==> config.mk <==
export PLATFORM = sky130hd
export DESIGN_NAME = alst_obuf
export DESIGN_NICKNAME = d
export VERILOG_FILES = /design/src/design/adjacency_list_store_top_defines.svh /design/src/design/alst_pkg.sv /design/src/design/alst_obuf.sv
export SDC_FILE = /design/constraint.sdc
export NUM_CORES = 1
export LEC_CHECK = 0
export ABC_AREA = 1
export BUFFER_PORTS_ARGS = -buffer_cell sky130_fd_sc_hd__buf_2
export CAP_MARGIN = 20
export CORE_AREA = 2 2 43 45
export CTS_CLUSTER_DIAMETER = 120
export CTS_CLUSTER_SIZE = 14
export DETAILED_ROUTE_END_ITERATION = 6
export DIE_AREA = 0 0 45 47
export PLACE_DENSITY = 0.72
export SYNTH_ARGS = -nofsm -noshare
export SYNTH_HDL_FRONTEND = slang
export SYNTH_SLANG_ARGS = --single-unit
==> constraint.sdc <==
create_clock -name clk -period 2.1 [get_ports clk]
set_input_delay 0 -clock clk [delete_from_list [all_inputs] [get_ports clk]]
set_output_delay 0 -clock clk [all_outputs]
set_load 0.02 [all_outputs]
==> src/design/adjacency_list_store_top_defines.svh <==
// assertion macros for the adjacency list store
// used by adjacency_list_store_top, no other dependencies
`ifndef ADJACENCY_LIST_STORE_TOP_DEFINES_SVH
`define ADJACENCY_LIST_STORE_TOP_DEFINES_SVH

// same-cycle implication, sampled on clk, off during rst
`define ALST_CHECK_SAME(lbl, ante, cons, msg) \
  lbl: assert property (@(posedge clk) disable iff (rst) (ante) |-> (cons)) else $error(msg);

// next-cycle implication, sampled on clk, off during rst
`define ALST_CHECK_NEXT(lbl, ante, cons, msg) \
  lbl: assert property (@(posedge clk) disable iff (rst) (ante) |=> (cons)) else $error(msg);

`endif

==> src/design/alst_pkg.sv <==
// shared types and constants for the adjacency list store
// no dependencies
package alst_pkg;

  localparam int VERTEX_W     = 7;
  localparam int DEGREE_W     = 7;
  localparam int RESULT_LIMIT = 64;

  localparam logic [1:0] FUNC_ADD   = 2'd0;
  localparam logic [1:0] FUNC_QUERY = 2'd1;
  localparam logic [1:0] FUNC_LIST  = 2'd2;
  localparam logic [1:0] FUNC_CLEAR = 2'd3;

  typedef struct packed {
    logic                status;
    logic                found;
    logic [DEGREE_W-1:0] vertex_degree;
    logic [VERTEX_W-1:0] neighbour;
    logic                neighbour_valid;
    logic                last;
  } result_t;

endpackage

==> src/design/alst_obuf.sv <==
// one-entry output register between the sequencer and the result stream
// depends on alst_pkg
module alst_obuf
  import alst_pkg::*;
(
  input  logic    clk,
  input  logic    rst,
  input  logic    push,
  input  result_t push_res,
  output logic    push_ready,
  output logic    out_valid,
  output result_t out_res,
  input  logic    out_ready
);

  assign push_ready = !out_valid || out_ready;

  always_ff @(posedge clk) begin
    if (rst) begin
      out_valid <= 1'b0;
    end else if (push_ready) begin
      out_valid <= push;
    end
  end

  always_ff @(posedge clk) begin
    if (push && push_ready) begin
      out_res <= push_res;
    end
  end

endmodule

* Yosys cells after proc, flatten, opt, wreduce, memory -nomap -nowiden
Index checks and enable logic that the tools add are counted.
** Storage, ports and cells
- Register bits after elaboration :: 19
- Input bits :: 22
- Output and inout port bits :: 20
- Logic and storage cells :: 10
** Cells by class
- Reductions and logical operators :: 3
** Operators by type and width (number)
- logical AND 1 bit :: 1
- zero test 1 bit :: 1
- logical OR 1 bit :: 1

* Logic depth before layout (Yosys ltp)
- Depth after elaboration :: 3
- Mapped depth :: 3
- Depth with buffers taken out :: 3

* Worst setup path after synthesis
Ideal clock, no wire load.
- Path type :: reg2reg
- Start point :: reg out_valid
- End point :: reg out_res[0] in the netlist's numbering, enable pin
- Setup time :: 399 ps
- Arrival :: 1351 ps
- Data required time :: 1701 ps
- Setup slack :: 350 ps
- Cell stages (with the launch flop) :: 2
- Path buffers :: 0
- Period minus slack after synthesis :: 1750 ps
- Cells stage by stage :: dfxtp_1 -> a21oi_1
** On the way
- Word-level cells in the longest chain between the ends :: 3
** Ends and longest elaborated chain
- start: declaration :: line alst_obuf.sv:11 : output logic out_valid,
- start signal: assignment :: line alst_obuf.sv:22 : out_valid <= push;
- zero test 1 bit :: line alst_obuf.sv:16 : assign push_ready = !out_valid || out_ready;
- logical OR 1 bit :: line alst_obuf.sv:16
- logical AND 1 bit :: line alst_obuf.sv:27 : if (push && push_ready) begin
- end signal: assignment :: line alst_obuf.sv:28 : out_res <= push_res;
- end: declaration :: line alst_obuf.sv:12 : output result_t out_res,
Every way passes these cells.
A chain may end at the register's enable or synchronous reset.

* Worst setup path after layout
- Start point :: reg out_valid
- End point :: reg out_valid
** On the way
- Word-level cells in the longest chain between the ends :: 2
** Ends and longest elaborated chain (line)
- zero test 1 bit :: alst_obuf.sv:16
- logical OR 1 bit :: alst_obuf.sv:16
Every way passes these cells.

==> out/results.tsv <==
stage	metric	value	unit
final_layout	Register Area	561	um^2
routing	first-pass iteration count of the detailed router	4	
critical_path	crit end category	flop	
timing	minimum clock period after layout	1.16	ns
placement	pre-CTS setup slack	1.07	ns
timing	final-report hold violation count	0	
clocking	CTS Buffer Depth	2	
synth	Post-Syn Nets	46	
floorplan	Die Span Y	47	um
synth	Syn Inst Count	24	
global_route	pin count of the biggest net entering global routing	19	
synth	synthesized cell area	588	um^2
timing	RSZ-0062 raised after global routing	false	
critical_path	Worst EP arrival	1.40	ns
final_layout	Ant. Diodes	0	
min_path	hold_sp	out_ready	
timing	hold slack final	0.305	ns
routing	wire length on met3	82	um
clocking	CTS tree	yes	
global_route	GRT Util Overall	0.131	
routing	Via density	4.32	
run_status	status	complete, no violations	
routing	wire length per cell	12.5	um
final_layout	share of cells above drive strength 1	0.544	
critical_path	setup slack, reg-to-reg	0.94	ns
routing	1st-iter DRT viols	6	
timing	Worst Tran Pin Value	0.225	ns
timing	Worst Clk Skew	0.00136	ns
final_layout	Fillers	127	
critical_path	worst reg2reg path endpoint	out_valid$_SDFFE_PP0P_	
floorplan	initial core utilization	0.356	
timing	Final Setup Violations	0	
floorplan	num ports	42	
power_and_ir_drop	Leak	0.463	nW
synth	Syn Area/Cell	24.5	um^2
critical_path	Crit Path Max Fanout	3	
floorplan	row count	15	
global_route	number of global-route vias before repair	458	
timing	setup tns final	0	ns
routing	Met2 Routed Length	729	um
clocking	# clock sinks	19	
power_and_ir_drop	VDD IR max	0.380	mV
global_route	initial antenna violation count	0	
final_layout	utilization after layout	0.637	
synth	warnings from Yosys	0	
final_layout	Area growth syn-to-layout	78.9	%
placement	IO buf count	41	
routing	DRC errors left	0	
clocking	post-CTS sizing	0	
min_path	Cells on Worst Hold Path	4	
timing	fmax	860	MHz
routing	via count	462	
synth	Yosys reg bits	19	
floorplan	Die Wd	45	um
timing	setup ws final	0.937	ns
clocking	clock buffer count from CTS	3	
clocking	Clk Tree Root Cell	clkbuf_4	
clocking	clock transition at the registers of the reported paths	0.10	ns
critical_path	worst path required time	2.33	ns
critical_path	startpoint types	flop	
power_and_ir_drop	Power Dens Cells	698	nW/um^2
routing	ANT nets after route	0	
min_path	Min-Delay Path Class	in2reg	
placement	GP Congestion	0.592	
flow_run	Max-Cap Viols	0	
timing	Slew headroom	0.850	
timing	Pins Over Slew Limit	0	
timing	final worst path period share	0.554	
global_route	GRT overflow	0	
clocking	worst-skew pair later-pin latency	0.28	ns
routing	routed wire length	1340	um
floorplan	full die area	2120	um^2
final_layout	multi-input logic area	23.8	um^2
global_route	first-pass GRT wire length	1840	um
synth	Seq/Total Area, Yosys	0.953	
critical_path	WS Path Type	reg2reg	
critical_path	worst r2r src	out_valid$_SDFFE_PP0P_	
min_path	Hold Path End	out_res[13]$_DFFE_PP_	
critical_path	Worst Reg-to-Reg Cells	3	
final_layout	# nets final	113	
routing	WL met1	487	um
routing	highest routing layer actually used	met4	
clocking	CTS HTree Levels	1	
floorplan	Core Box Area	1650	um^2
synth	synth unique cells	7	
-- critical path: stages, from the launching register on --
cell           delay (ns)
dfxtp_1              0.39
nand2_2              0.08
a21oi_2              0.10
dlygate4sd3_1        0.55
-- worst max path at each step --
stage	start	to	slack, ns	cells after the start
3_3_place_gp	out_valid$_SDFFE_PP0P_	out_res[3]$_DFFE_PP_	1.10	2
4_1_cts	out_valid$_SDFFE_PP0P_	out_valid$_SDFFE_PP0P_	0.94	3
3_5_place_dp	out_valid$_SDFFE_PP0P_	out_res[2]$_DFFE_PP_	1.07	2
2_1_floorplan	out_valid$_SDFFE_PP0P_	out_res[0]$_DFFE_PP_	0.35	1
6_report	out_valid$_SDFFE_PP0P_	out_valid$_SDFFE_PP0P_	0.94	3
5_1_grt	out_valid$_SDFFE_PP0P_	out_valid$_SDFFE_PP0P_	0.89	3
-- sequential cells by signal, indices dropped and copies added (netlist names) --
register   cells
out_valid      1
out_res       18
-- metrics by stage --
| stage | area (um^2) | instances | power [W] |
|---|---|---|---|
| 2_1_floorplan | 588 | 24 | 0.000495 |
| 3_3_place_gp | 826 | 83 | 0.000537 |
| 3_5_place_dp | 826 | 83 | 0.000537 |
| 4_1_cts | 1050 | 107 | 0.000736 |
| 5_1_grt | 1050 | 107 | 0.000763 |
| 6_report | 1050 | 107 | 0.000735 |
-- synthesized netlist by cell type (all sizes together) --
library cell  instances  area share
nand2                 1       0.011
inv                   2       0.013
dfxtp                 1       0.034
a21oi                 2       0.023
edfxtp               18        0.92
-- cell usage in the layout (no fill, tap or decap) --
| cell type | Yosys | layout |
|---|---|---|
| buf_4 | 0 | 1 |
| clkbuf_1 | 0 | 1 |
| dfxtp_1 | 1 | 1 |
| a21oi_2 | 1 | 2 |
| dlygate4sd3_1 | 0 | 20 |
| edfxtp_1 | 18 | 18 |
| inv_1 | 1 | 1 |
| inv_2 | 1 | 1 |
| buf_2 | 0 | 41 |
| nand2_2 | 1 | 1 |
| clkbuf_4 | 0 | 3 |
-- layout make-up --
cell class / count / share of cell area
clock buffers: 4 / 0.0250
inverters: 2 / 0.00713
well taps: 17 / 0.0202
multi-input cells: 3 / 0.0226
repair buffers: 62 / 0.392
flip-flops and latches: 19 / 0.533
-- what timing repair did --
action                                 CTS  global route
hold buffers                            20             0
endpoints found under the hold margin   19             0
buffers inserted                         0             0
-- logic make-up (layout without fill, tap and decap cells) --
logic type | after synthesis | in the layout | share of synthesized area
AOI/OAI and AO/OA | 2 | 2 | 0.0234
buffers and inverters | 2 | 68 | 0.0128
DFF | 19 | 19 | 0.953
and+or+nand+nor | 1 | 1 | 0.0106
-- report_power, final --
| group | switching [W] | total (W) | internal, W |
|---|---|---|---|
| Clock | 0.000102 | 0.000176 | 0.0000737 |
| Combinational | 0.0000577 | 0.000114 | 0.0000559 |
| Sequential | 0.00000548 | 0.000446 | 0.000440 |
-- per-layer routing --
| layer | vias up | track usage |
|---|---|---|
| met5 | - | 0 |
| met4 | 0 | 0.106 |
| met3 | 6 | 0.0346 |
| met2 | 23 | 0.229 |
| met1 | 211 | 0.132 |
| li1 | 222 | - |
(Power assumes the default switching activity.)
