File: config.mk
export PLATFORM = sky130hd
export DESIGN_NAME = alst_ram
export DESIGN_NICKNAME = d
export VERILOG_FILES = /design/src/design/adjacency_list_store_top_defines.svh /design/src/design/alst_ram.sv
export SDC_FILE = /design/constraint.sdc
export NUM_CORES = 1
export LEC_CHECK = 0
export ABC_AREA = 1
export BUFFER_PORTS_ARGS = -buffer_cell sky130_fd_sc_hd__buf_2
export CORE_MARGIN = 2
export CORE_UTILIZATION = 35
export CTS_BUF_LIST = sky130_fd_sc_hd__clkbuf_8
export DETAILED_ROUTE_END_ITERATION = 7
export PLACE_DENSITY = 0.57
export SKIP_LAST_GASP = 1
export SYNTH_ARGS = -nofsm -noshare
export SYNTH_HDL_FRONTEND = slang
export SYNTH_SLANG_ARGS = --single-unit
File: constraint.sdc
create_clock -name clk -period 3 [get_ports clk]
set_input_delay 0.9 -clock clk [delete_from_list [all_inputs] [get_ports clk]]
set_output_delay 0.9 -clock clk [all_outputs]
set_load 0.01 [all_outputs]
File: src/design/adjacency_list_store_top_defines.svh
// assertion macros for the adjacency list store
// used by adjacency_list_store_top, no other dependencies
`ifndef ADJACENCY_LIST_STORE_TOP_DEFINES_SVH
`define ADJACENCY_LIST_STORE_TOP_DEFINES_SVH

// same-cycle implication, sampled on clk, off during rst
`define ALST_CHECK_SAME(lbl, ante, cons, msg) \
  lbl: assert property (@(posedge clk) disable iff (rst) (ante) |-> (cons)) else $error(msg);

// next-cycle implication, sampled on clk, off during rst
`define ALST_CHECK_NEXT(lbl, ante, cons, msg) \
  lbl: assert property (@(posedge clk) disable iff (rst) (ante) |=> (cons)) else $error(msg);

`endif

File: src/design/alst_ram.sv
// generic simple dual-port ram, one write and one registered read port
// no dependencies
module alst_ram #(
  parameter int WIDTH = 8,
  parameter int DEPTH = 16
) (
  input  logic                     clk,
  input  logic                     we,
  input  logic [$clog2(DEPTH)-1:0] waddr,
  input  logic [WIDTH-1:0]         wdata,
  input  logic [$clog2(DEPTH)-1:0] raddr,
  output logic [WIDTH-1:0]         rdata
);

  logic [WIDTH-1:0] mem [DEPTH];

  always_ff @(posedge clk) begin
    if (we) begin
      mem[waddr] <= wdata;
    end
    rdata <= mem[raddr];
  end

endmodule

# Yosys cells after proc, flatten, opt, wreduce, memory -nomap -nowiden
# Memory sizes are Yosys's and may differ from the RTL's. A register that Yosys moved wholly into a read port is not among the register bits.
# Cells that the tools add are included.
[totals]
reg_bits = 0
ramBits = 128
in_bits = 18
out_inout_bits = 8
memories = 1
[op_classes]
muxes = 2
[memory_table]
columns = ["memory", "depth", "width", "rd", "rd_ports_with_merged_regs", "wr", "line", "source"]
rows = [
  ["mem", 16, 8, 1, 1, 1, "alst_ram.sv:15", "logic [WIDTH-1:0] mem [DEPTH];"],
]
[ops]
columns = ["op", "count"]
rows = [
  ["$mux 1", 2],
]

# Longest topological paths before layout
# Gate-level depths: netlist of the first run.
[logic_depth]
depth_word = 2
depth_mapped = 8

# Least setup slack after synthesis of the first run
# No wires, ideal clock.
[synth_path]
kind = "input-to-reg"
start = "input port waddr[2]"
end = "memory mem[10][0] (enable)"
setup_time_ns = 0.370
t_arrival_ns = 1.481
required_time_ns = 2.630
setup_slack_ns = 1.149
cell_stages = 2
n_path_buf = 0
path_cell_list = "nand3b_1 nor2_1"
[synth_rtl]
columns = ["item", "line", "source"]
rows = [
  ["start, declared", "alst_ram.sv:9", "input logic [$clog2(DEPTH)-1:0] waddr,"],
  ["end, declared", "alst_ram.sv:15", ""],
]
# Straight into the memory's write port.

# Worst setup path after layout of the first run
[layout_path]
start = "register rdata[6], read port of mem"
end = "output port rdata[6]"
[layout_rtl]
columns = ["item", "line", "source"]
rows = [
  ["start, declared", "alst_ram.sv:12", "output logic [WIDTH-1:0] rdata"],
]
# No word-level cell between the ends.

==> impl_metrics.csv, run 1 <==
group,metric,value,unit
cts,numCtsBuffers,17,
pwr,pwr-share-comb,0.070,
worst_setup_path,critPathLaunchType,"flop",
detailed_routing,via_per_inst,4.49,
sta,finalMaxSlewViolations,0,
sta,finalHoldViolCount,0,
place,place.port_buffers,25,
detailed_routing,vias,3613,
floorplan,fp.dieW,132,um
worst_setup_path,critPathMaxStageDelay,0.37,ns
worst_setup_path,cp-end-kind,"output pin",
worst_setup_path,r2r_end,"rdata[0]$_DFF_P_",
worst_setup_path,crit_required,2.10,ns
floorplan,pin_count,26,
worst_setup_path,critPathArrivalTime,0.97,ns
detailed_routing,wl_per_cell,15.6,um
finish,drive_gt1_frac,0.100,
floorplan,die_h,132,um
pwr,p_clk_frac,0.346,
worst_setup_path,slowest_stage,"dfxtp_1",
detailed_routing,drc,0,
hold_path,hold_end,"rdata[2]$_DFF_P_",
pwr,power.leakage,2.73,nW
cts,postCtsResizedCells,0,
worst_setup_path,crit_type,"flop to output pin",
worst_setup_path,cp_top_family,"flip-flops",
cts,cts_sinks,136,
cts,clk_pin_slew_worst_paths,0.07,ns
finish,final_common_cell,"nand2_1",
synth,synth.lib_cells_used.distinct,12,
global_routing,grt_pass1_vias,3627,
worst_setup_path,cp_cell_sequence,"buf_2",
sta,worst_pin_slew,0.839,ns
worst_setup_path,worst-path-max-fanout,1,
cts,cts_tree,"done",
hold_path,holdPathStages,6,
sta,setup_viol_count_final,0,
sta,period_share,0.625,
sta,slew_headroom,0.438,
detailed_routing,drtPass1Iterations,4,
sta,min_period,1.87,ns
cts,root_buffer,"clkbuf_8",
pwr,p_total,0.00366,W
synth,ys_ff_latch,136,
global_routing,groute.usage.overall,0.153,
cts,clock_latency,0.45,ns
floorplan,initial_utilization,0.360,
synth,ys_seq_area_frac,0.694,
sta,fin_tns_setup,0,ns
place,routabilityCongestion,0.831,
finish,final_core_util,0.398,
pwr,p_sw,0.000840,W
global_routing,grt_pass1_wl,19.8,mm
run,drv_cap,0,
finish,areaGrowthSynthToFinish,10.5,%
worst_setup_path,reg2regPathDepth,6,
hold_path,worstHoldStart,"mem[12][2]$_DFFE_PP_",
pwr,swShare,0.230,
worst_setup_path,critical_path_buf_inv_count,1,
synth,syn-num-nets,569,
finish,final_nets,594,
global_routing,grt_max_degree,65,
global_routing,gr-total-overflow,0,
worst_setup_path,cp-startpoint,"rdata[6]$_DFF_P_",
finish,mostFrequentLayoutCells,"nand2_1 (173), edfxtp_1 (128), inv_1 (101), nand3_1 (97), buf_2 (25)",
cts,postCtsSetupBuffers,0,
outcome,status,"complete, no violations",
finish,antenna_cells,0,
cts,htreeDepth,4,
global_routing,antenna_found_initial,0,
hold_path,hold_class,"flop to flop",
floorplan,row_count,46,
pwr,ir_drop,0.386,mV
synth,synth_cells,551,
synth,synth_area,5770,sq um
cts,postCtsHoldBufs,0,
pwr,powerDensity,574,nW/um^2
detailed_routing,wl,12.6,mm
pwr,pwr-share-seq,0.585,
sta,fmax,534,MHz
sta,holdWs,0.664,ns
pwr,p_int,0.00282,W
cts,clockBufferDepth,2,
synth,postSynthAreaPerCell,10.5,sq um
floorplan,coreArea,16000,sq um
synth,yosys_warnings,0,
worst_setup_path,rr_startpoint,"mem[5][0]$_DFFE_PP_",
sta,clock_skew,0.00734,ns
detailed_routing,ant_nets,0,
floorplan,die-area,17500,sq um
finish,num-fill-cells,1624,
detailed_routing,drt-initial-drc-count,249,
sta,rsz0062_at_grt,"false",
worst_setup_path,ff2ff_setup_slack,1.92,ns
place,hpwl,8.03,mm
[registers in the layout (all words and copies together), names as in the netlist]
signal  flops
mem       128
rdata       8
[area by class of cell]
cell class	instances	area (sq um)	area share
well taps	216	270	0.0424
clock buffers	17	234	0.0367
flip-flops and latches	136	4000	0.628
inverters	102	383	0.0601
clock inverters	15	93.8	0.0147
multi-input cells	289	1210	0.190
repair buffers	30	175	0.0275
[synth_stat cells (all sizes together)]
library cell	n	area, sq um
edfxtp	128	3840
nor2	17	63.8
buf	24	166
nand3b	2	15.0
dfxtp	8	160
nand2	173	649
inv	102	383
nand3	97	485
[kinds of logic after synthesis]
kind of cell,after synthesis,synth area share
flops,136,0.694
simple gates,289,0.210
buf+inv,126,0.0952
[power groups by stage]
stage                     registers (W)  clock network (W)  logic [W]
final                           0.00214            0.00126   0.000254
after global routing            0.00214            0.00137   0.000286
after CTS                       0.00214            0.00129   0.000259
after detailed placement        0.00218                  0   0.000257
after global placement          0.00218                  0   0.000253
after floorplan                 0.00218                  0   0.000150
[layer usage]
layer	track usage	vias up	share of wire
li1	-	1823	-
met4	0.0633	0	0.023
met3	0.0450	27	0.049
met1	0.199	1669	0.46
met2	0.240	94	0.47
met5	0	-	0
[worst max-delay path by stage]
stage	endpoint	slack (ns)	cells past startpoint
floorplan	mem[10][0]$_DFFE_PP_	1.15	2
global placement	mem[14][0]$_DFFE_PP_	0.71	4
detailed placement	mem[14][3]$_DFFE_PP_	0.67	4
CTS	rdata[6]	1.11	1
global route	rdata[6]	1.08	1
finish	rdata[6]	1.13	1
[per-stage QoR]
stage | cell area [sq um] | cells | setup WS [ns]
2_1_floorplan | 5770 | 551 | 1.15
5_1_grt | 6370 | 805 | 1.08
4_1_cts | 6370 | 805 | 1.11
3_3_place_gp | 6050 | 773 | 0.713
3_5_place_dp | 6050 | 773 | 0.672
6_report | 6370 | 805 | 1.13
(Power assumes the default switching activity.)
==> run 2, diff against run 1 <==
Settings changed: PLACE_DENSITY 0.57 to 0.59.
Clock period 3 ns to 1.67 ns, I/O delays scaled along.
==> run 2 against run 1 <==
Net effect: die area did not move; largest cell class unchanged; combinational power rose by 93%; final cell count is 2.5% higher; clock power is 100% higher; highest routed layer unchanged; non-clock buffer count rose by 20; power is 87% higher.
==> impl_metrics.csv, run 2 (synthesized netlist as in run 1, its figures left out) <==
group,metric,value,unit
sta,fin_ws,0.207,ns
sta,min_period,1.46,ns
floorplan,die_h,132,um
worst_setup_path,critical_path_buf_inv_count,1,
worst_setup_path,critPathLaunchType,"flop",
worst_setup_path,crit_type,"flop to output pin",
floorplan,coreArea,16000,sq um
detailed_routing,drt-initial-drc-count,322,
detailed_routing,via_per_inst,4.54,
outcome,status,"complete, no violations",
worst_setup_path,cp_cell_sequence,"buf_2",
worst_setup_path,critPathArrivalTime,0.96,ns
detailed_routing,wl,13.0,mm
finish,final_nets,614,
pwr,ir_drop,0.421,mV
floorplan,die-area,17500,sq um
detailed_routing,wl_per_cell,15.8,um
sta,fin_tns_setup,0,ns
finish,mostFrequentLayoutCells,"nand2_1 (173), edfxtp_1 (128), inv_1 (103), nand3_1 (97), buf_2 (25)",
cts,clockBufferDepth,2,
cts,cts_tree,"done",
pwr,power.leakage,2.86,nW
cts,clock_latency,0.44,ns
sta,rsz0062_at_grt,"false",
global_routing,grt_pass1_wl,20.6,mm
place,routabilityCongestion,0.760,
finish,reg_top3,"mem: 128 flops, rdata: 8 flops",
detailed_routing,drc,0,
cts,cts_sinks,136,
cts,numCtsBuffers,17,
sta,finalMaxSlewViolations,0,
sta,setup_viol_count_final,0,
floorplan,row_count,46,
finish,drive_gt1_frac,0.133,
detailed_routing,ant_nets,0,
cts,postCtsSetupBuffers,0,
finish,final_common_cell,"nand2_1",
place,dp_slack,0.0991,ns
global_routing,gr-total-overflow,0,
sta,fmax,683,MHz
worst_setup_path,worst-path-max-fanout,1,
place,hpwl,8.13,mm
global_routing,groute.usage.overall,0.156,
global_routing,grt_pass1_vias,3708,
run,drv_cap,0,
cts,root_buffer,"clkbuf_8",
cts,clk_pin_slew_worst_paths,0.08,ns
global_routing,grt.busiest_layer,"met2",
global_routing,grt_max_degree,65,
finish,largest_reg_flops,128,
floorplan,fp.dieW,132,um
cts,postCtsHoldBufs,0,
hold_path,hold_class,"input pin to flop",
floorplan,initial_utilization,0.360,
sta,worst_pin_slew,0.458,ns
detailed_routing,drtPass1Iterations,5,
worst_setup_path,crit_required,1.17,ns
pwr,powerDensity,1040,nW/um^2
finish,max_flop_register,"mem",
finish,antenna_cells,0,
place,place.port_buffers,25,
worst_setup_path,cp-end-kind,"output pin",
worst_setup_path,critPathMaxStageDelay,0.37,ns
global_routing,grtUsageMet2,0.246,
sta,finalHoldViolCount,0,
sta,period_share,0.876,
global_routing,antenna_found_initial,0,
sta,clock_skew,0.0134,ns
cts,postCtsResizedCells,0,
sta,slew_headroom,0.695,
finish,areaGrowthSynthToFinish,14.6,%
global_routing,use_met1,0.216,
worst_setup_path,cp_top_family,"flip-flops",
floorplan,pin_count,26,
global_routing,met3_usage,0.0296,
detailed_routing,vias,3744,
cts,htreeDepth,4,
worst_setup_path,slowest_stage,"dfxtp_1",
run 2: routing by layer:
metal / share of wire / vias to the layer above
met5: 0 / -
met1: 0.47 / 1775
li1: - / 1859
met2: 0.47 / 96
met4: 0.016 / 0
met3: 0.046 / 14
run 2: layout make-up:
type | instances | area, sq um
fillers | 1604 | 9390
flip-flops and latches | 136 | 4000
multi-input cells | 289 | 1210
inverters | 102 | 383
repair buffers | 50 | 363
well taps | 216 | 270
clock buffers | 17 | 234
clock inverters | 15 | 141
run 2: where the power goes:
| part | switching, W | internal [W] | leakage [nW] |
|---|---|---|---|
| Combinational | 0.000339 | 0.000152 | 1.44 |
| Clock | 0.00122 | 0.00130 | 0.199 |
| Sequential | 0.0000239 | 0.00381 | 1.22 |
run 2: worst paths after layout:
check | cells after the start | slack, ns | endpoint | startpoint
worst max-delay path | 1 | 0.21 | rdata[3] | rdata[3]$_DFF_P_
worst min-delay path | 3 | 0.43 | rdata[7]$_DFF_P_ | raddr[3]
worst max register to register | 6 | 0.64 | rdata[3]$_DFF_P_ | mem[15][3]$_DFFE_PP_
worst min register to register | 6 | 0.69 | rdata[4]$_DFF_P_ | mem[15][4]$_DFFE_PP_
run 2: stage by stage:
stage / instance area [sq um] / instances / total power, W / hold slack (ns) / utilization
2_1_floorplan: 5770 / 551 / 0.00419 / 0.600 / -
3_3_place_gp: 6230 / 793 / 0.00440 / 0.664 / 0.390
3_5_place_dp: 6230 / 793 / 0.00441 / 0.679 / 0.390
4_1_cts: 6610 / 825 / 0.00691 / 0.418 / 0.413
5_1_grt: 6610 / 825 / 0.00712 / 0.442 / 0.413
6_report: 6610 / 825 / 0.00685 / 0.433 / 0.413
